## config.mk

```make
export PLATFORM = sky130hd
export DESIGN_NAME = tksel_cmd_fifo
export DESIGN_NICKNAME = d
export VERILOG_FILES = /design/src/tksel_pkg.sv /design/src/tksel_cmd_fifo.sv
export SDC_FILE = /design/constraint.sdc
export NUM_CORES = 1
export LEC_CHECK = 0
export BUFFER_PORTS_ARGS = -buffer_cell sky130_fd_sc_hd__buf_2
export CORE_ASPECT_RATIO = 1.1
export CORE_MARGIN = 2
export CORE_UTILIZATION = 36
export CTS_CLUSTER_DIAMETER = 200
export CTS_CLUSTER_SIZE = 28
export DETAILED_ROUTE_END_ITERATION = 7
export PLACE_DENSITY = 0.64
export REMOVE_ABC_BUFFERS = 1
export SETUP_SLACK_MARGIN = 0.05
export SLEW_MARGIN = 40
export SYNTH_ARGS = -nofsm -noshare
export SYNTH_HDL_FRONTEND = slang
export SYNTH_SLANG_ARGS = --single-unit
export TNS_END_PERCENT = 100
```

## constraint.sdc

```tcl
create_clock -name clk -period 9.1 [get_ports clk]
set_input_delay 0.455 -clock clk [delete_from_list [all_inputs] [get_ports clk]]
set_output_delay 0.455 -clock clk [all_outputs]
set_load 0.01 [all_outputs]
```

## src/tksel_pkg.sv

```systemverilog
// ----------------------------------------------------------------------------
// Top-k score selector package
// Shared widths, codes and the command record passed from front to back.
// ----------------------------------------------------------------------------
package tksel_pkg;

  localparam int IDX_W       = 10;  // zero-based feature index width
  localparam int IDX1_W      = 11;  // one-based index width on the result side
  localparam int SCORE_W     = 32;  // score width on the ports
  localparam int KEEP_W      = 6;   // keep_count register width
  localparam int Q_DEPTH     = 2;   // command queue depth
  localparam int Q_PTR_W     = 1;
  localparam int Q_CNT_W     = 2;

  localparam int                MAX_KEEP_DEF     = 32;
  localparam int                MAX_FEATURES_DEF = 1024;
  localparam int                SCORE_BITS_DEF   = 32;
  localparam logic [KEEP_W-1:0] KEEP_RESET       = 6'd32;

  localparam logic OPERATION_OFFER = 1'b0;
  localparam logic OPERATION_DRAIN = 1'b1;

  typedef enum logic [1:0] {
    CMD_PAIR,
    CMD_MAIN,
    CMD_DRAIN
  } cmd_kind_t;

  typedef struct packed {
    cmd_kind_t         kind;
    logic [IDX1_W-1:0] row1;
    logic [IDX1_W-1:0] col1;
  } cmd_t;

  typedef struct packed {
    logic [IDX1_W-1:0] row1;
    logic [IDX1_W-1:0] col1;
  } idx_t;

  typedef enum logic [1:0] {
    ST_IDLE  = 2'b01,
    ST_DRAIN = 2'b10
  } back_state_t;

  typedef enum logic [1:0] {
    CH_HOLD,
    CH_INSERT,
    CH_REPLACE,
    CH_SHIFT
  } chain_op_t;

endpackage

```

## src/tksel_cmd_fifo.sv

```systemverilog
// ----------------------------------------------------------------------------
// Top-k score selector command queue
// Short FIFO that decouples the accepting front from the selection chain.
// ----------------------------------------------------------------------------
module tksel_cmd_fifo #(
  parameter int SCORE_BITS = tksel_pkg::SCORE_BITS_DEF
) (
  input  logic                  clk,
  input  logic                  rst_n,
  input  logic                  push,
  input  tksel_pkg::cmd_t       push_cmd,
  input  logic [SCORE_BITS-1:0] push_score,
  output logic                  full,
  input  logic                  pop,
  output logic                  empty,
  output tksel_pkg::cmd_t       head_cmd,
  output logic [SCORE_BITS-1:0] head_score
);
  import tksel_pkg::*;

  cmd_t                  cmd_mem   [Q_DEPTH];
  logic [SCORE_BITS-1:0] score_mem [Q_DEPTH];
  logic [Q_PTR_W-1:0]    wr_ptr_r, wr_ptr_nxt;
  logic [Q_PTR_W-1:0]    rd_ptr_r, rd_ptr_nxt;
  logic [Q_CNT_W-1:0]    cnt_r, cnt_nxt;
  logic                  do_push, do_pop;

  assign full       = (cnt_r == Q_CNT_W'(Q_DEPTH));
  assign empty      = (cnt_r == '0);
  assign do_push    = push && !full;
  assign do_pop     = pop && !empty;
  assign head_cmd   = cmd_mem[rd_ptr_r];
  assign head_score = score_mem[rd_ptr_r];

  always_comb begin
    wr_ptr_nxt = do_push ? wr_ptr_r + 1'b1 : wr_ptr_r;
    rd_ptr_nxt = do_pop ? rd_ptr_r + 1'b1 : rd_ptr_r;
    cnt_nxt    = cnt_r + Q_CNT_W'(do_push) - Q_CNT_W'(do_pop);
  end

  always_ff @(posedge clk) begin
    if (!rst_n) begin
      wr_ptr_r <= '0;
      rd_ptr_r <= '0;
      cnt_r    <= '0;
    end else begin
      wr_ptr_r <= wr_ptr_nxt;
      rd_ptr_r <= rd_ptr_nxt;
      cnt_r    <= cnt_nxt;
    end
  end

  always_ff @(posedge clk) begin
    if (do_push) begin
      cmd_mem[wr_ptr_r]   <= push_cmd;
      score_mem[wr_ptr_r] <= push_score;
    end
  end

endmodule

```

==> load_flow_metrics.sql <==
INSERT INTO impl_metrics (metric_group, metric, value, unit) VALUES
('floorplan', 'initial_utilization', '36.89', '%'),
('placement', 'final_weighted_congestion_in_routability_driven_placement', '0.6667', ''),
('timing', 'max_slew.worst_pin.slew', '0.6129', 'ns'),
('setup_path', 'worst_path_most_repeated_cell', 'sky130_fd_sc_hd__buf_12', ''),
('timing', 'fin_tns_setup', '0', 'ns'),
('cts', 'cts-buffers-inserted', '17', ''),
('timing', 'setup_violations', '0', ''),
('synthesis', 'synth_seq_cells', '117', ''),
('global_routing', 'global_route.overflow_total', '0', ''),
('cells_and_area', 'final_cell_mix', '117 x sky130_fd_sc_hd__buf_2, 112 x sky130_fd_sc_hd__edfxtp_1, 40 x sky130_fd_sc_hd__mux2_4, 17 x sky130_fd_sc_hd__clkbuf_16, 16 x sky130_fd_sc_hd__mux2_2', ''),
('timing', 'layout_min_cycle_time', '2.341', 'ns'),
('timing', 'slew_headroom', '59.05', '%'),
('pwr', 'pwr_density_cell', '311.9', 'nW/um^2'),
('placement', 'port_buffers', '117', ''),
('timing', 'slew_violations', '0', ''),
('routing', 'routed_wire_length_per_instance', '14.78', 'um'),
('global_routing', 'grt_max_degree', '37', ''),
('cells_and_area', 'filler_cell_count', '1050', ''),
('floorplan', 'num_io_pins', '118', ''),
('cts', 'worst_skew_pair.late_latency', '0.39', 'ns'),
('routing', 'postRouteAntennaNets', '0', ''),
('pwr', 'total_power', '1.807', 'mW'),
('min_path', 'worstHoldPathCells', '1', ''),
('pwr', 'p_leak', '2.282', 'nW'),
('min_path', 'tightest_hold_check_type', 'input pin to flop', ''),
('global_routing', 'grt_pass1_wl', '11.22', 'mm'),
('cts', 'post_cts_resize_count', '0', ''),
('synthesis', 'ys.flop_type', 'sky130_fd_sc_hd__edfxtp_1', ''),
('cells_and_area', 'post_route_cells_drive_above_1_share', '59.37', '%'),
('setup_path', 'cpMaxStageDelayCell', 'sky130_fd_sc_hd__dfxtp_4', ''),
('setup_path', 'arrival', '1.89', 'ns'),
('global_routing', 'grt_pass1_vias', '2285', ''),
('cells_and_area', 'commonest_non_fill_non_tap_cell_in_the_layout', 'sky130_fd_sc_hd__buf_2', ''),
('setup_path', 'worst_setup_start_kind', 'flop', ''),
('floorplan', 'die_h', '120.5', 'um'),
('routing', 'routed_wl', '7.404', 'mm'),
('placement', 'dpl.cell_count', '470', ''),
('setup_path', 'critical_path_class', 'flop to output port', ''),
('routing', 'detailedRoute.firstIterationViolations', '81', ''),
('synthesis', 'synth_cells', '201', ''),
('cts', 'cts-root-to-sink-buffers', '2', ''),
('setup_path', 'crit_path_end_kind', 'output port', ''),
('routing', 'overall_via_count_from_detail_route', '2227', ''),
('cts', 'ctsHoldBuffers', '0', ''),
('floorplan', 'rows', '42', ''),
('routing', 'route.detailed.drc', '0', ''),
('setup_path', 'timing.critical_path.fanout_max', '21', ''),
('timing', 'layout_worst_path_cycle_share', '25.72', '%'),
('setup_path', 'crit_path_cell_trace', 'buf_12 > buf_12 > mux2_2 > buf_2', ''),
('cts', 'clock_tree.htree_level_count', '4', ''),
('setup_path', 'critical-path-top-delay-family', 'buffers and inverters', ''),
('cts', 'tritoncts', 'yes', ''),
('cells_and_area', 'area.growth.synth_to_final', '30.50', '%'),
('setup_path', 'critical_path_depth', '4', ''),
('setup_path', 'crit_path_max_incr_delay', '0.54', 'ns'),
('global_routing', 'grt_antenna_before_repair', '0', ''),
('synthesis', 'synth_enable_flop_cells', '112', ''),
('synthesis', 'mean_instance_size_in_the_synthesized_netlist', '22.09', 'sq um'),
('routing', 'route.detailed.vias_per_inst', '4.445', ''),
('floorplan', 'coreArea', '12030', 'sq um'),
('floorplan', 'die_w', '109.9', 'um'),
('cells_and_area', 'finalNonFillerCells', '501', ''),
('timing', 'rsz_0062_raised_after_global_routing', 'no', ''),
('cts', 'clkSlewWorstSetupHoldPaths', '0.05', 'ns'),
('timing', 'max_freq', '427.2', 'MHz'),
('cts', 'numClockSinks', '117', ''),
('status', 'outcome', 'complete, no violations', ''),
('run', 'cap_viol_max_count', '0', ''),
('synthesis', 'yosysSeqAreaShare', '78.02', '%'),
('cells_and_area', 'antennaDiodeCount', '0', ''),
('placement', 'dp.final_hpwl', '4.877', 'mm');
==> cell families (layout without fill, tap and decap cells) <==
kind of cell               after synthesis  after routing  share of synthesized area, %
AOI/OAI and AO/OA                        1              1                        0.1692
xor gates and xnor gates                 2              2                        0.3947
adders and majority gates                2              2                        0.5636
buffers and inverters                    9            155                         1.635
DFF                                    117            117                         78.02
muxes                                   57             57                         17.81
and+or+nand+nor                         13             13                         1.409
==> through the flow <==
| step | hold WS [ns] | worst slack [ns] | instance area (sq um) | utilization, % |
|---|---|---|---|---|
| after floorplan | 0.4549 | 5.694 | 4378 | - |
| after global placement | 0.4934 | 6.903 | 5184 | 43.08 |
| after detailed placement | 0.5056 | 6.901 | 5224 | 43.41 |
| after CTS | 0.2239 | 6.700 | 5793 | 48.14 |
| after global routing | 0.2229 | 6.648 | 5793 | 48.14 |
| final | 0.2460 | 6.759 | 5793 | 48.14 |
==> metal layers <==
metal / GRT usage (%) / up-vias / share of wire (%)
li1: - / 1053 / -
met3: 5.175 / 8 / 7.2
met2: 19.21 / 86 / 50
met4: 4.509 / 0 / 1.3
met5: 0 / - / 0
met1: 13.67 / 1080 / 41
==> power by group <==
group / leakage (nW) / internal [mW] / switching (mW) / total [mW]
clock: 0.275 / 0.422 / 0.211 / 0.633
combinational: 0.919 / 0.229 / 0.210 / 0.439
sequential: 1.09 / 0.697 / 0.0373 / 0.734
==> registers in the layout, summed over array words and instances (netlist names), named ones only <==
signal and flops:
cmd_mem 48, cnt_r 2, rd_ptr_r 1, score_mem 64
wr_ptr_r 1
==> worst paths after layout <==
check,end,start
max,head_score[19],flop
min reg2reg,rd_ptr_r$_SDFFE_PN0P_,rd_ptr_r$_SDFFE_PN0P_
max reg2reg,score_mem[0][4]$_DFFE_PP_,cnt_r[0]$_SDFF_PN0_
min,score_mem[0][22]$_DFFE_PP_,push_score[22]
==> cell usage after synthesis, types with 2 or more instances <==
library cell	count	area, sq um
sky130_fd_sc_hd__inv_1	3	11.26
sky130_fd_sc_hd__and2_1	2	12.51
sky130_fd_sc_hd__mux2_4	40	600.6
sky130_fd_sc_hd__nand2_1	2	7.510
sky130_fd_sc_hd__edfxtp_1	112	3363
sky130_fd_sc_hd__ha_1	2	25.02
sky130_fd_sc_hd__dfxtp_1	5	100.1
sky130_fd_sc_hd__mux2_2	16	180.2
sky130_fd_sc_hd__nor2_1	5	18.77
sky130_fd_sc_hd__buf_6	5	56.30
sky130_fd_sc_hd__nand2b_1	2	12.51
==> cell type report <==
| cell class | instances | area (sq um) | share of cell area [%] |
|---|---|---|---|
| inverter | 3 | 11.26 | 0.1944 |
| clock buffer | 18 | 429.2 | 7.408 |
| clock inverter | 13 | 140.1 | 2.419 |
| multi-input combinational | 75 | 912.1 | 15.75 |
| sequential | 117 | 3467 | 59.85 |
| timing repair buffer | 121 | 640.6 | 11.06 |
| tap | 154 | 192.7 | 3.326 |
No activity file was read; power rests on OpenSTA's default activity.
