==> config.mk <==
export PLATFORM = sky130hd
export DESIGN_NAME = tksel_front_flat
export DESIGN_NICKNAME = d
export VERILOG_FILES = /design/src/tksel_pkg.sv /design/src/tksel_if.sv /design/src/tksel_front.sv /design/src/flat_wrapper.sv
export SDC_FILE = /design/constraint.sdc
export NUM_CORES = 1
export LEC_CHECK = 0
export BUFFER_PORTS_ARGS = -buffer_cell sky130_fd_sc_hd__clkbuf_2
export CAP_MARGIN = 20
export CORE_MARGIN = 10
export CORE_UTILIZATION = 33
export CTS_CLUSTER_DIAMETER = 200
export DETAILED_ROUTE_END_ITERATION = 10
export GPL_TIMING_DRIVEN = 0
export MAX_ROUTING_LAYER = met4
export PLACE_DENSITY_LB_ADDON = 0.1
export SKIP_LAST_GASP = 1
export SLEW_MARGIN = 5
export SYNTH_ARGS = -nofsm -noshare
export SYNTH_HDL_FRONTEND = slang
export SYNTH_SLANG_ARGS = --single-unit
export TNS_END_PERCENT = 1
==> constraint.sdc <==
create_clock -name clk -period 2.5 [get_ports clk]
set_input_delay 0.125 -clock clk [delete_from_list [all_inputs] [get_ports clk]]
set_output_delay 0.125 -clock clk [all_outputs]
set_load 0.1 [all_outputs]
==> src/tksel_pkg.sv <==
// ----------------------------------------------------------------------------
// Top-k score selector package
// Shared widths, codes and the command record passed from front to back.
// ----------------------------------------------------------------------------
package tksel_pkg;

  localparam int IDX_W       = 10;  // zero-based feature index width
  localparam int IDX1_W      = 11;  // one-based index width on the result side
  localparam int SCORE_W     = 32;  // score width on the ports
  localparam int KEEP_W      = 6;   // keep_count register width
  localparam int Q_DEPTH     = 2;   // command queue depth
  localparam int Q_PTR_W     = 1;
  localparam int Q_CNT_W     = 2;

  localparam int                MAX_KEEP_DEF     = 32;
  localparam int                MAX_FEATURES_DEF = 1024;
  localparam int                SCORE_BITS_DEF   = 32;
  localparam logic [KEEP_W-1:0] KEEP_RESET       = 6'd32;

  localparam logic OPERATION_OFFER = 1'b0;
  localparam logic OPERATION_DRAIN = 1'b1;

  typedef enum logic [1:0] {
    CMD_PAIR,
    CMD_MAIN,
    CMD_DRAIN
  } cmd_kind_t;

  typedef struct packed {
    cmd_kind_t         kind;
    logic [IDX1_W-1:0] row1;
    logic [IDX1_W-1:0] col1;
  } cmd_t;

  typedef struct packed {
    logic [IDX1_W-1:0] row1;
    logic [IDX1_W-1:0] col1;
  } idx_t;

  typedef enum logic [1:0] {
    ST_IDLE  = 2'b01,
    ST_DRAIN = 2'b10
  } back_state_t;

  typedef enum logic [1:0] {
    CH_HOLD,
    CH_INSERT,
    CH_REPLACE,
    CH_SHIFT
  } chain_op_t;

endpackage

==> src/tksel_if.sv <==
// ----------------------------------------------------------------------------
// Top-k score selector channel interfaces
// Valid/ready channels for input items, result items and the keep_count write.
// ----------------------------------------------------------------------------
interface tksel_in_if;
  import tksel_pkg::*;
  logic               valid;
  logic               ready;
  logic               operation;
  logic [IDX_W-1:0]   row_index;
  logic [IDX_W-1:0]   col_index;
  logic [SCORE_W-1:0] score;
  logic               is_main;

  modport source (output valid, operation, row_index, col_index, score, is_main,
                  input ready);
  modport sink   (input valid, operation, row_index, col_index, score, is_main,
                  output ready);
endinterface


interface tksel_cfg_if;
  import tksel_pkg::*;
  logic              valid;
  logic              ready;
  logic [KEEP_W-1:0] keep_count;

  modport source (output valid, keep_count, input ready);
  modport sink   (input valid, keep_count, output ready);
endinterface

==> src/tksel_front.sv <==
// ----------------------------------------------------------------------------
// Top-k score selector front end
// Holds keep_count, accepts input transactions, filters and classifies them.
// ----------------------------------------------------------------------------
module tksel_front #(
  parameter int MAX_KEEP     = tksel_pkg::MAX_KEEP_DEF,
  parameter int MAX_FEATURES = tksel_pkg::MAX_FEATURES_DEF,
  parameter int SCORE_BITS   = tksel_pkg::SCORE_BITS_DEF
) (
  input  logic                           clk,
  input  logic                           rst_n,
  tksel_in_if.sink                       in_ch,
  tksel_cfg_if.sink                      cfg_ch,
  input  logic                           q_full,
  output logic                           push,
  output tksel_pkg::cmd_t                push_cmd,
  output logic [SCORE_BITS-1:0]          push_score,
  output logic [$clog2(MAX_KEEP+1)-1:0]  keep_eff
);
  import tksel_pkg::*;

  localparam int CNT_W = $clog2(MAX_KEEP + 1);

  logic [KEEP_W-1:0] keep_count_r, keep_count_nxt;
  logic              accept;
  logic              col_ok, row_ok;

  assign cfg_ch.ready = 1'b1;
  assign in_ch.ready  = !q_full;
  assign accept       = in_ch.valid && !q_full;

  always_comb begin
    keep_count_nxt = cfg_ch.valid ? cfg_ch.keep_count : keep_count_r;
  end

  always_ff @(posedge clk) begin
    if (!rst_n) begin
      keep_count_r <= KEEP_RESET;
    end else begin
      keep_count_r <= keep_count_nxt;
    end
  end

  // Zero acts as one; anything above the chain length acts as the chain length.
  always_comb begin
    if (keep_count_r == '0) begin
      keep_eff = CNT_W'(1);
    end else if (int'(keep_count_r) > MAX_KEEP) begin
      keep_eff = CNT_W'(MAX_KEEP);
    end else begin
      keep_eff = CNT_W'(keep_count_r);
    end
  end

  assign col_ok = int'(in_ch.col_index) < MAX_FEATURES;
  assign row_ok = in_ch.is_main || (int'(in_ch.row_index) < MAX_FEATURES);

  always_comb begin
    push_cmd.col1 = IDX1_W'(in_ch.col_index) + IDX1_W'(1);
    push_cmd.row1 = in_ch.is_main ? '0 : IDX1_W'(in_ch.row_index) + IDX1_W'(1);
    push_score    = SCORE_BITS'(in_ch.score);
    if (in_ch.operation == OPERATION_DRAIN) begin
      push_cmd.kind = CMD_DRAIN;
      push          = accept;
    end else begin
      push_cmd.kind = in_ch.is_main ? CMD_MAIN : CMD_PAIR;
      // Offers with an out-of-range index are accepted and dropped here.
      push          = accept && col_ok && row_ok;
    end
  end

endmodule

==> src/flat_wrapper.sv <==
// flat-port wrapper written by rule: the top's interface ports become plain ports
module tksel_front_flat import tksel_pkg::*;
#(
  parameter int MAX_KEEP     = tksel_pkg::MAX_KEEP_DEF,
  parameter int MAX_FEATURES = tksel_pkg::MAX_FEATURES_DEF,
  parameter int SCORE_BITS   = tksel_pkg::SCORE_BITS_DEF
)
  (clk, rst_n, q_full, push, push_cmd, push_score, keep_eff, in_ch_valid, in_ch_operation, in_ch_row_index, in_ch_col_index, in_ch_score, in_ch_is_main, in_ch_ready, cfg_ch_valid, cfg_ch_keep_count, cfg_ch_ready);
  tksel_in_if in_ch_i ();
  tksel_cfg_if cfg_ch_i ();
  input  logic clk;
  input  logic rst_n;
  input  logic q_full;
  output logic push;
  output tksel_pkg::cmd_t push_cmd;
  output logic [SCORE_BITS-1:0] push_score;
  output logic [$clog2(MAX_KEEP+1)-1:0] keep_eff;
  input wire logic [$bits(in_ch_i.valid)-1:0] in_ch_valid;
  input wire logic [$bits(in_ch_i.operation)-1:0] in_ch_operation;
  input wire logic [$bits(in_ch_i.row_index)-1:0] in_ch_row_index;
  input wire logic [$bits(in_ch_i.col_index)-1:0] in_ch_col_index;
  input wire logic [$bits(in_ch_i.score)-1:0] in_ch_score;
  input wire logic [$bits(in_ch_i.is_main)-1:0] in_ch_is_main;
  output wire logic [$bits(in_ch_i.ready)-1:0] in_ch_ready;
  input wire logic [$bits(cfg_ch_i.valid)-1:0] cfg_ch_valid;
  input wire logic [$bits(cfg_ch_i.keep_count)-1:0] cfg_ch_keep_count;
  output wire logic [$bits(cfg_ch_i.ready)-1:0] cfg_ch_ready;
  assign in_ch_i.valid = in_ch_valid;
  assign in_ch_i.operation = in_ch_operation;
  assign in_ch_i.row_index = in_ch_row_index;
  assign in_ch_i.col_index = in_ch_col_index;
  assign in_ch_i.score = in_ch_score;
  assign in_ch_i.is_main = in_ch_is_main;
  assign in_ch_ready = in_ch_i.ready;
  assign cfg_ch_i.valid = cfg_ch_valid;
  assign cfg_ch_i.keep_count = cfg_ch_keep_count;
  assign cfg_ch_ready = cfg_ch_i.ready;
  tksel_front #(.MAX_KEEP(MAX_KEEP), .MAX_FEATURES(MAX_FEATURES), .SCORE_BITS(SCORE_BITS)) u_core (.clk(clk), .rst_n(rst_n), .in_ch(in_ch_i), .cfg_ch(cfg_ch_i), .q_full(q_full), .push(push), .push_cmd(push_cmd), .push_score(push_score), .keep_eff(keep_eff));
endmodule
==> results.sh, run 1 <==
export IMPL_cts_inserted_buffers=3
export IMPL_final_setup_viol_count=0
export IMPL_dieWidth_um=72.7
export IMPL_cts_tree="built"
export IMPL_start_util_pct=33.8
export IMPL_final_seq_area_sq_um=120
export IMPL_drv_slew=0
export IMPL_worstMarginPinSlew_ns=0.560
export IMPL_final_util_pct=53.9
export IMPL_clk_pin_slew_worst_paths_ns=0.04
export IMPL_antennaDiodeCount=0
export IMPL_critical_path_cell_count=6
export IMPL_clkPwrFrac_pct=11.0
export IMPL_std_cell_rows=19
export IMPL_synth_cells=122
export IMPL_layout_nets=289
export IMPL_yosys_register_bits=6
export IMPL_max_slew_margin_rel_pct=62.8
export IMPL_yosysSeqAreaShare_pct=13.1
export IMPL_cpLargestDelayFamily="buffers and inverters"
export IMPL_core_region_area_sq_um=2710
export IMPL_cp_slowest_cell="sky130_fd_sc_hd__or4_1"
export IMPL_reg_top3="u_core.keep_count_r: 6 flops"
export IMPL_grt_setup_unrepaired="false"
export IMPL_worstSetupStartpointType="primary input"
export IMPL_power_share_combinational_pct=75.8
export IMPL_post_cts_buffers=0
export IMPL_hp_class="primary input to flip-flop"
export IMPL_netlist_area_leader_share_pct=27.8
export IMPL_cts_sinks=6
export IMPL_worst_path_buf_inv=3
export IMPL_fin_hold_ws_ns=0.0846
export IMPL_gpl_final_weighted_congestion=0.755
export IMPL_cts_buffer_depth=2
export IMPL_grt_use_met3_pct=5.17
export IMPL_power_per_cell_area_nw_per_um2=549
export IMPL_max_reg_flops=6
export IMPL_multi_input_combinational_cell_area_sq_um=522
export IMPL_worst_slack_ns=0.633
export IMPL_finalPower_uw=802
export IMPL_swShare_pct=66.5
export IMPL_power_switching_uw=533
export IMPL_final_cell_count_no_fill=251
export IMPL_post_cts_resize_count=0
export IMPL_routed_wirelength_um=3570
export IMPL_preCtsSetupSlack_ns=0.634
export IMPL_post_synth_num_cell_types=25
export IMPL_post_route_min_period_ns=1.87
export IMPL_remaining_drc_errors=0
export IMPL_seq_power_share_pct=13.3
export IMPL_worstPathArrival_ns=1.74
export IMPL_post_synthesis_cell_area_sq_um=917
export IMPL_yosys_top_cells_area="sky130_fd_sc_hd__buf_4 28%, sky130_fd_sc_hd__dfxtp_1 13%, sky130_fd_sc_hd__nor2b_1 8.2%"
export IMPL_critical_path_max_stage_delay_ns=0.51
export IMPL_worstPathRequired_ns=2.38
export IMPL_final_layout_fill_cell_count=281
export IMPL_grt_first_pass_wirelength_um=5350
export IMPL_globalRouteOverflowTotal=0
export IMPL_grt_busiest_layer="met2"
export IMPL_ctsRootBufferMaster="sky130_fd_sc_hd__clkbuf_4"
export IMPL_count_of_endpoints_failing_hold_in_the_final_timing_report=0
export IMPL_syn_nets=189
export IMPL_fmax_mhz=536
export IMPL_final_layout_size_suffix_gt1_share_pct=61.4
export IMPL_hold_path_depth=2
export IMPL_cts_htree_levels=1
export IMPL_flow_area_growth_from_synthesis_pct=59.2
export IMPL_timing_reg2reg_worst_path_depth=2
export IMPL_yosysWarningCount=0
export IMPL_place_detailed_instances=248
export IMPL_dp_final_hpwl_um=3330
export IMPL_firstDrtPassIters=4
export IMPL_grt_util_all_layers_pct=12.3
export IMPL_cts_hold_buf=0
export IMPL_i_o_pin_count=130
export IMPL_timing_critical_path_mode_cell="sky130_fd_sc_hd__clkbuf_2"
export IMPL_die_h_um=72.7
export IMPL_grt_use_met1_pct=11.9
export IMPL_routed_via_count=1126
export IMPL_finalInstanceArea_sq_um=1460
export IMPL_status="finished clean"
export IMPL_max_cap_viol_count=0
export IMPL_worst_path_cell_trace="clkbuf_2, ha_1, inv_1, or4_1, a21oi_1, clkbuf_2"
export IMPL_design_die_area_sq_um=5290
export IMPL_grt_start_max_net_pins=11
export IMPL_largest_register="u_core.keep_count_r"
export IMPL_ir_worst_vdd_mv=0.437
export IMPL_cell_internal_pwr_uw=269
export IMPL_total_leakage_power_nw=0.821
export IMPL_first_iter_violations=19
export IMPL_final_setup_tns_ns=0
export IMPL_placed_area_sq_um=1440
export IMPL_grt_util_met2_pct=22.2
export IMPL_route_detailed_wl_per_inst_um=14.2
export IMPL_grt_pass1_vias=1171
export IMPL_synth_area_leader_cell="sky130_fd_sc_hd__buf_4"
export IMPL_routed_via_density=4.49
export IMPL_post_route_period_util_pct=74.7
export IMPL_post_synth_cell_area_avg_sq_um=7.52
export IMPL_setup_crit_path_kind="primary input to primary output"
export IMPL_clock_skew_ns=0
export IMPL_port_buffers=95
export IMPL_worst_skew_pair_latency_ns=0.24
export IMPL_cp_end_kind="primary output"
export IMPL_drt_antenna_violating_nets=0
export IMPL_cp_max_fo=5
export IMPL_number_of_antenna_violations_at_the_first_check_in_global_routing=0
-- cell usage after synthesis (all sizes together) --
master / number
nor4: 2
o31ai: 3
ha: 2
nand3: 7
nand2b: 1
dfxtp: 6
or3: 2
nand2: 4
nor2: 6
nand4: 4
xnor2: 8
clkbuf: 3
buf: 34
or4: 3
and3: 2
and4: 2
a21oi: 5
mux2i: 6
conb: 1
o21ai: 2
nor2b: 12
xor2: 3
inv: 4
-- area by class of cell --
class | instances | share of cell area, %
buffer | 37 | 18.3
clock buffer | 3 | 1.54
inverter | 4 | 1.03
timing repair buffer | 95 | 32.6
sequential | 6 | 8.23
tap | 31 | 2.66
multi-input combinational | 75 | 35.7
-- power groups by stage --
stage	combinational, mW	sequential, mW	clock [mW]
3_5_place_dp	0.611	0.108	0
4_1_cts	0.611	0.107	0.0904
5_1_grt	0.630	0.108	0.0993
3_3_place_gp	0.607	0.108	0
2_1_floorplan	0.513	0.107	0
6_report	0.607	0.106	0.0879
-- layer usage --
layer  wire length [um]  up-vias  part of all wire [%]
met4                 16        0                  0.45
met3                441        2                    12
met1               1240      479                    35
li1                   -      575                     -
met5                  0        -                     0
met2               1860       70                    52
-- cell usage in the layout, fill, tap and decap left out --
| cell | Yosys | final |
|---|---|---|
| sky130_fd_sc_hd__or3_2 | 1 | 1 |
| sky130_fd_sc_hd__o21ai_0 | 2 | 2 |
| sky130_fd_sc_hd__and3_1 | 2 | 2 |
| sky130_fd_sc_hd__mux2i_1 | 6 | 6 |
| sky130_fd_sc_hd__nor2b_1 | 12 | 12 |
| sky130_fd_sc_hd__nor2_1 | 6 | 6 |
| sky130_fd_sc_hd__nand3_1 | 7 | 7 |
| sky130_fd_sc_hd__o31ai_1 | 3 | 3 |
| sky130_fd_sc_hd__and4_1 | 2 | 2 |
| sky130_fd_sc_hd__nand4_4 | 1 | 1 |
| sky130_fd_sc_hd__buf_4 | 34 | 34 |
| sky130_fd_sc_hd__dfxtp_1 | 6 | 6 |
| sky130_fd_sc_hd__nor4_1 | 2 | 1 |
| sky130_fd_sc_hd__nand4_1 | 3 | 3 |
| sky130_fd_sc_hd__xnor2_1 | 8 | 8 |
| sky130_fd_sc_hd__clkbuf_1 | 3 | 3 |
| sky130_fd_sc_hd__clkbuf_2 | 0 | 95 |
| sky130_fd_sc_hd__xor2_1 | 3 | 3 |
| sky130_fd_sc_hd__a21oi_1 | 5 | 5 |
| sky130_fd_sc_hd__ha_1 | 2 | 2 |
| sky130_fd_sc_hd__conb_1 | 1 | 1 |
| sky130_fd_sc_hd__nor4_2 | 0 | 1 |
| sky130_fd_sc_hd__clkbuf_4 | 0 | 3 |
| sky130_fd_sc_hd__nand2b_1 | 1 | 1 |
| sky130_fd_sc_hd__or4_1 | 3 | 3 |
| sky130_fd_sc_hd__or3_1 | 1 | 1 |
| sky130_fd_sc_hd__inv_1 | 4 | 4 |
| sky130_fd_sc_hd__nand2_1 | 4 | 4 |
-- cell families after synthesis --
| logic type | count (synthesis) | synth area share [%] |
|---|---|---|
| compound gates | 10 | 6.28 |
| xor+xnor | 11 | 10.5 |
| fa+ha+maj | 2 | 2.73 |
| buf+inv | 41 | 30.7 |
| flops | 6 | 13.1 |
| mux | 6 | 6.55 |
| other cells | 1 | 0.409 |
| simple gates | 45 | 29.7 |
-- path summary, 6_finish.rpt --
path                           from                     end  slack (ns)
max reg2reg  u_core.keep_count_r[5]  u_core.keep_count_r[5]        1.83
max              in_ch_row_index[0]            push_cmd[19]        0.63
min                           rst_n  u_core.keep_count_r[5]        0.08
min reg2reg  u_core.keep_count_r[3]  u_core.keep_count_r[3]        0.54
Note: power is estimated with default switching activity, not from simulation.
==> run 2: changes to the inputs <==
--- a/config.mk
+++ b/config.mk
@@ -8,7 +8,7 @@
 export BUFFER_PORTS_ARGS = -buffer_cell sky130_fd_sc_hd__clkbuf_2
 export CAP_MARGIN = 20
 export CORE_MARGIN = 10
-export CORE_UTILIZATION = 33
+export CORE_UTILIZATION = 27
 export CTS_CLUSTER_DIAMETER = 200
 export DETAILED_ROUTE_END_ITERATION = 10
 export GPL_TIMING_DRIVEN = 0
==> constraint.sdc (replaced) <==
create_clock -name clk -period 1.5 [get_ports clk]
set_input_delay 0.075 -clock clk [delete_from_list [all_inputs] [get_ports clk]]
set_output_delay 0.075 -clock clk [all_outputs]
set_load 0.1 [all_outputs]
==> results.sh, run 2 (synthesized netlist as in run 1, its figures left out) <==
export IMPL_dp_final_hpwl_um=3550
export IMPL_layout_cells_most_common="sky130_fd_sc_hd__clkbuf_2"
export IMPL_routed_via_count=1147
export IMPL_std_cell_rows=21
export IMPL_met3_length_um=366
export IMPL_flow_area_growth_from_synthesis_pct=67.7
export IMPL_worstMarginPinSlew_ns=0.563
export IMPL_grt_setup_unrepaired="true"
export IMPL_hp_class="primary input to flip-flop"
export IMPL_grt_util_all_layers_pct=11.7
export IMPL_dieWidth_um=78.3
export IMPL_reg_top3="u_core.keep_count_r: 6 flops"
export IMPL_regToRegStartpoint="u_core.keep_count_r[5]"
export IMPL_firstDrtPassIters=4
export IMPL_final_setup_tns_ns=0
export IMPL_post_route_period_util_pct=99.2
export IMPL_power_per_cell_area_nw_per_um2=883
export IMPL_worst_path_cell_trace="clkbuf_2, ha_2, inv_2, or4_1, a21oi_2, buf_12"
export IMPL_first_iter_violations=17
export IMPL_cp_slowest_cell="sky130_fd_sc_hd__or4_1"
export IMPL_fin_hold_ws_ns=0.0519
export IMPL_die_h_um=78.3
export IMPL_place_detailed_instances=263
export IMPL_critical_path_max_stage_delay_ns=0.52
export IMPL_port_buffers=95
export IMPL_final_cell_count_no_fill=266
export IMPL_cts_hold_buf=0
export IMPL_setup_crit_path_kind="primary input to primary output"
export IMPL_routed_via_density=4.31
export IMPL_grt_first_pass_wirelength_um=5950
export IMPL_largest_register="u_core.keep_count_r"
export IMPL_i_o_pin_count=130
export IMPL_grt_pass1_vias=1234
export IMPL_worst_slack_ns=0.0116
export IMPL_final_layout_size_suffix_gt1_share_pct=64.5
export IMPL_dr_max_layer_used="met4"
export IMPL_clock_skew_ns=0
export IMPL_cts_buffer_depth=2
export IMPL_number_of_antenna_violations_at_the_first_check_in_global_routing=0
export IMPL_fmax_mhz=672
export IMPL_ctsRootBufferMaster="sky130_fd_sc_hd__clkbuf_4"
export IMPL_count_of_endpoints_failing_hold_in_the_final_timing_report=0
export IMPL_globalRouteOverflowTotal=0
export IMPL_max_cap_viol_count=0
export IMPL_drt_antenna_violating_nets=0
export IMPL_post_route_min_period_ns=1.49
export IMPL_layout_nets=289
export IMPL_gpl_final_weighted_congestion=0.713
export IMPL_worst_skew_pair_latency_ns=0.24
export IMPL_rrSetupSlack_ns=0.82
export IMPL_routed_wirelength_um=3840
export IMPL_worstPathArrival_ns=1.41
export IMPL_cp_max_fo=5
export IMPL_worstSetupStartpointType="primary input"
export IMPL_crit_reg2reg_capture="u_core.keep_count_r[5]"
export IMPL_total_leakage_power_nw=0.841
export IMPL_cts_htree_levels=1
export IMPL_mostFrequentLayoutCells="90 x sky130_fd_sc_hd__clkbuf_2, 37 x sky130_fd_sc_hd__buf_4, 12 x sky130_fd_sc_hd__nor2b_1"
export IMPL_status="finished clean"
export IMPL_met2_wirelength_um=2050
export IMPL_timing_hold_worst_start="rst_n"
export IMPL_grt_start_max_net_pins=11
export IMPL_cts_inserted_buffers=3
export IMPL_worstPathRequired_ns=1.42
export IMPL_core_region_area_sq_um=3310
export IMPL_max_reg_flops=6
export IMPL_timing_reg2reg_worst_path_depth=2
export IMPL_preCtsSetupSlack_ns=-0.298
export IMPL_route_detailed_wl_per_inst_um=14.4
export IMPL_finalPower_mw=1.36
export IMPL_hold_path_depth=2
export IMPL_final_setup_viol_count=0
export IMPL_cts_sinks=6
export IMPL_cts_tree="built"
export IMPL_max_slew_margin_rel_pct=62.6
export IMPL_remaining_drc_errors=0
export IMPL_start_util_pct=27.7
export IMPL_min_delay_worst_endpoint="u_core.keep_count_r[5]"
export IMPL_drv_slew=0
export IMPL_cp_end_kind="primary output"
export IMPL_ir_worst_vdd_mv=0.438
export IMPL_route_layer_met1_wl_um=1410
export IMPL_design_die_area_sq_um=6130
export IMPL_antennaDiodeCount=0
export IMPL_clk_pin_slew_worst_paths_ns=0.04
## run 2: cell count changes in the layout (fill, tap and decap cells not counted), sizes merged
cell	before	now
buf	34	38
clkbuf	101	97
## run 2: area by class of cell
| type | count | area (sq um) |
|---|---|---|
| fillers | 345 | 1770 |
| multi-input cells | 75 | 556 |
| repair buffers | 95 | 500 |
| plain buffers | 37 | 267 |
| flip-flops and latches | 6 | 120 |
| well taps | 46 | 57.6 |
| clock buffers | 3 | 22.5 |
| inverters | 4 | 15.0 |
## run 2: critical path, delay by kind of cell
family | cells | cell delay (ns)
and+or+nand+nor | 1 | 0.52
AOI/OAI and AO/OA | 1 | 0.20
adders and majority gates | 1 | 0.22
buffers and inverters | 3 | 0.39
## run 2: stage by stage
stage,cell area (sq um),utilization [%]
2_1_floorplan,955,-
3_3_place_gp,1490,44.9
3_5_place_dp,1490,44.9
4_1_cts,1530,46.1
5_1_grt,1540,46.4
6_report,1540,46.4
## run 2: timing repair
item | 4_1_cts | 5_1_grt
buffers inserted | 0 | 0
resized for setup | 5 | 9
pin swaps | 0 | 1
endpoints found under the setup margin | 5 | 5
## run 2: how the worst max path moves through the flow
stage	startpoint	end	slack (ns)	depth (start not counted)
after global placement	in_ch_row_index[0]	push_cmd[19]	-0.25	6
after CTS	in_ch_row_index[0]	push_cmd[19]	-0.1	6
after global routing	in_ch_row_index[0]	push_cmd[19]	-0.04	6
after floorplan	in_ch_col_index[2]	push_cmd[7]	-0.59	3
final	in_ch_row_index[0]	push_cmd[19]	0.01	6
after detailed placement	in_ch_row_index[0]	push_cmd[19]	-0.30	6
## run 2: power by group
part | internal, mW | leakage [nW] | total (mW) | switching, mW
sequential | 0.170 | 0.0496 | 0.178 | 0.00862
combinational | 0.199 | 0.778 | 1.03 | 0.833
clock | 0.0904 | 0.0138 | 0.148 | 0.0571
total | 0.459 | 0.841 | 1.36 | 0.899
## run 2: per-layer routing
layer  global-route usage [%]  vias to the layer above
met3                     3.87                        2
met5                        -                        -
met1                     11.2                      504
li1                         -                      577
met2                     22.3                       64
met4                     2.15                        0
==> run 3: changes to the inputs <==
--- a/config.mk
+++ b/config.mk
@@ -7,8 +7,10 @@
 export LEC_CHECK = 0
 export BUFFER_PORTS_ARGS = -buffer_cell sky130_fd_sc_hd__clkbuf_2
 export CAP_MARGIN = 20
+export CELL_PAD_IN_SITES_DETAIL_PLACEMENT = 1
+export CELL_PAD_IN_SITES_GLOBAL_PLACEMENT = 2
 export CORE_MARGIN = 10
-export CORE_UTILIZATION = 27
+export CORE_UTILIZATION = 11
 export CTS_CLUSTER_DIAMETER = 200
 export DETAILED_ROUTE_END_ITERATION = 10
 export GPL_TIMING_DRIVEN = 0
==> results.sh, run 3 (synthesized netlist as in run 1, its figures left out) <==
export IMPL_status="finished clean"
export IMPL_cts_htree_levels=1
export IMPL_post_route_period_util_pct=95.5
export IMPL_rrSetupSlack_ns=0.82
export IMPL_grt_setup_unrepaired="true"
export IMPL_cp_slowest_cell="sky130_fd_sc_hd__or4_1"
export IMPL_final_layout_size_suffix_gt1_share_pct=64.5
export IMPL_die_h_um=111
export IMPL_port_buffers=95
export IMPL_ir_worst_vdd_mv=0.373
export IMPL_reg_top3="u_core.keep_count_r: 6 flops"
export IMPL_final_cell_count_no_fill=325
export IMPL_ctsRootBufferMaster="sky130_fd_sc_hd__clkbuf_8"
export IMPL_drt_antenna_violating_nets=0
export IMPL_dp_final_hpwl_um=3980
export IMPL_largest_register="u_core.keep_count_r"
export IMPL_max_reg_flops=6
export IMPL_worstPathRequired_ns=1.42
export IMPL_max_slew_margin_rel_pct=61.2
export IMPL_clock_skew_ns=0
export IMPL_cts_sinks=6
export IMPL_count_of_endpoints_failing_hold_in_the_final_timing_report=0
export IMPL_cp_max_fo=5
export IMPL_final_setup_viol_count=0
export IMPL_min_delay_worst_endpoint="u_core.keep_count_r[5]"
export IMPL_finalInstanceArea_sq_um=1660
export IMPL_preCtsSetupSlack_ns=-0.307
export IMPL_post_cts_buffers=0
export IMPL_worstPathArrival_ns=1.36
export IMPL_gpl_final_weighted_congestion=0.662
export IMPL_power_per_cell_area_nw_per_um2=880
export IMPL_flow_area_growth_from_synthesis_pct=81.2
export IMPL_timing_hold_worst_start="cfg_ch_keep_count[5]"
export IMPL_routed_wirelength_um=4320
export IMPL_layout_nets=289
export IMPL_worst_path_cell_trace="clkbuf_2, ha_4, inv_2, or4_1, a21oi_2, buf_12"
export IMPL_fin_hold_ws_ns=0.0738
export IMPL_cts_tree="built"
export IMPL_total_leakage_power_nw=0.856
export IMPL_cp_end_kind="primary output"
export IMPL_setup_crit_path_kind="primary input to primary output"
export IMPL_mostFrequentLayoutCells="89 x sky130_fd_sc_hd__clkbuf_2, 35 x sky130_fd_sc_hd__buf_4, 12 x sky130_fd_sc_hd__nor2b_1"
export IMPL_post_route_min_period_ns=1.43
export IMPL_critical_path_max_stage_delay_ns=0.52
export IMPL_worstSetupStartpointType="primary input"
export IMPL_drv_slew=0
export IMPL_clk_pin_slew_worst_paths_ns=0.04
export IMPL_std_cell_rows=33
export IMPL_place_detailed_instances=322
export IMPL_crit_reg2reg_capture="u_core.keep_count_r[5]"
export IMPL_globalRouteOverflowTotal=0
export IMPL_hold_path_depth=3
export IMPL_timing_reg2reg_worst_path_depth=2
export IMPL_i_o_pin_count=130
export IMPL_route_detailed_wl_per_inst_um=13.3
export IMPL_grt_pass1_vias=1319
export IMPL_worst_slack_ns=0.0680
export IMPL_layout_cells_most_common="sky130_fd_sc_hd__clkbuf_2"
export IMPL_firstDrtPassIters=2
export IMPL_max_cap_viol_count=0
export IMPL_routed_via_density=3.59
export IMPL_grt_util_all_layers_pct=6.65
export IMPL_regToRegStartpoint="u_core.keep_count_r[5]"
export IMPL_grt_first_pass_wirelength_um=6790
export IMPL_fmax_mhz=698
export IMPL_grt_start_max_net_pins=11
export IMPL_start_util_pct=11.2
export IMPL_cts_buffer_depth=2
export IMPL_antennaDiodeCount=0
export IMPL_design_die_area_sq_um=12400
export IMPL_hp_class="primary input to flip-flop"
export IMPL_routed_via_count=1168
export IMPL_number_of_antenna_violations_at_the_first_check_in_global_routing=0
export IMPL_first_iter_violations=13
export IMPL_worstMarginPinSlew_ns=0.582
export IMPL_dieWidth_um=111
export IMPL_cts_hold_buf=0
export IMPL_worst_skew_pair_latency_ns=0.22
export IMPL_core_region_area_sq_um=8180
export IMPL_placed_area_sq_um=1560
export IMPL_cts_inserted_buffers=3
export IMPL_remaining_drc_errors=0
[run 3: cell types whose count changed in the layout (fill, tap and decap cells not counted), sizes merged]
cell,delta
clkbuf,+1
buf,-1
[run 3: stage by stage]
stage | power, mW | setup TNS [ns] | utilization, %
3_5_place_dp | 1.22 | -0.852 | 19.1
2_1_floorplan | 1.04 | -7.80 | -
5_1_grt | 1.52 | -0.0735 | 20.3
3_3_place_gp | 1.22 | -0.861 | 19.1
4_1_cts | 1.47 | -0.260 | 19.9
6_report | 1.46 | 0 | 20.3
[run 3: worst max-delay path: cells and delay by family]
kind            cells  cell delay [ns]
compound gates      1             0.19
fa+ha+maj           1             0.17
buf+inv             3             0.41
simple gates        1             0.52
[run 3: cell type report]
class / instances / area [sq um]
Fill cell: 1026 / 6510
Tap cell: 105 / 131
Clock buffer: 3 / 41.3
Multi-Input combinational cell: 75 / 566
Sequential cell: 6 / 120
Buffer: 37 / 267
Inverter: 4 / 15.0
Timing Repair Buffer: 95 / 522
[run 3: report_power, final]
group	internal [mW]	leakage, nW	switching (mW)
clock network	0.172	0.0216	0.0676
registers	0.170	0.0496	0.00879
logic	0.206	0.785	0.837
total	0.549	0.856	0.914
[run 3: how the worst max path moves through the flow]
stage,from,endpoint,slack (ns)
after detailed placement,in_ch_row_index[0],push_cmd[19],-0.31
after global routing,u_core.keep_count_r[1],keep_eff[0],-0.02
final,in_ch_row_index[0],push_cmd[19],0.07
after global placement,in_ch_row_index[0],push_cmd[19],-0.31
after CTS,in_ch_row_index[0],push_cmd[19],-0.1
after floorplan,in_ch_col_index[2],push_cmd[7],-0.59
[run 3: timing repair]
item | in CTS | in global routing
gates resized for setup | 6 | 14
setup endpoints to repair | 5 | 8
pin swaps | 0 | 2
[run 3: per-layer routing]
layer	routed length (um)	GRT usage [%]	vias up
met5	0	-	-
met4	0	1.03	0
met3	255	1.57	0
met2	2320	12.3	56
met1	1750	7.11	535
li1	-	-	577
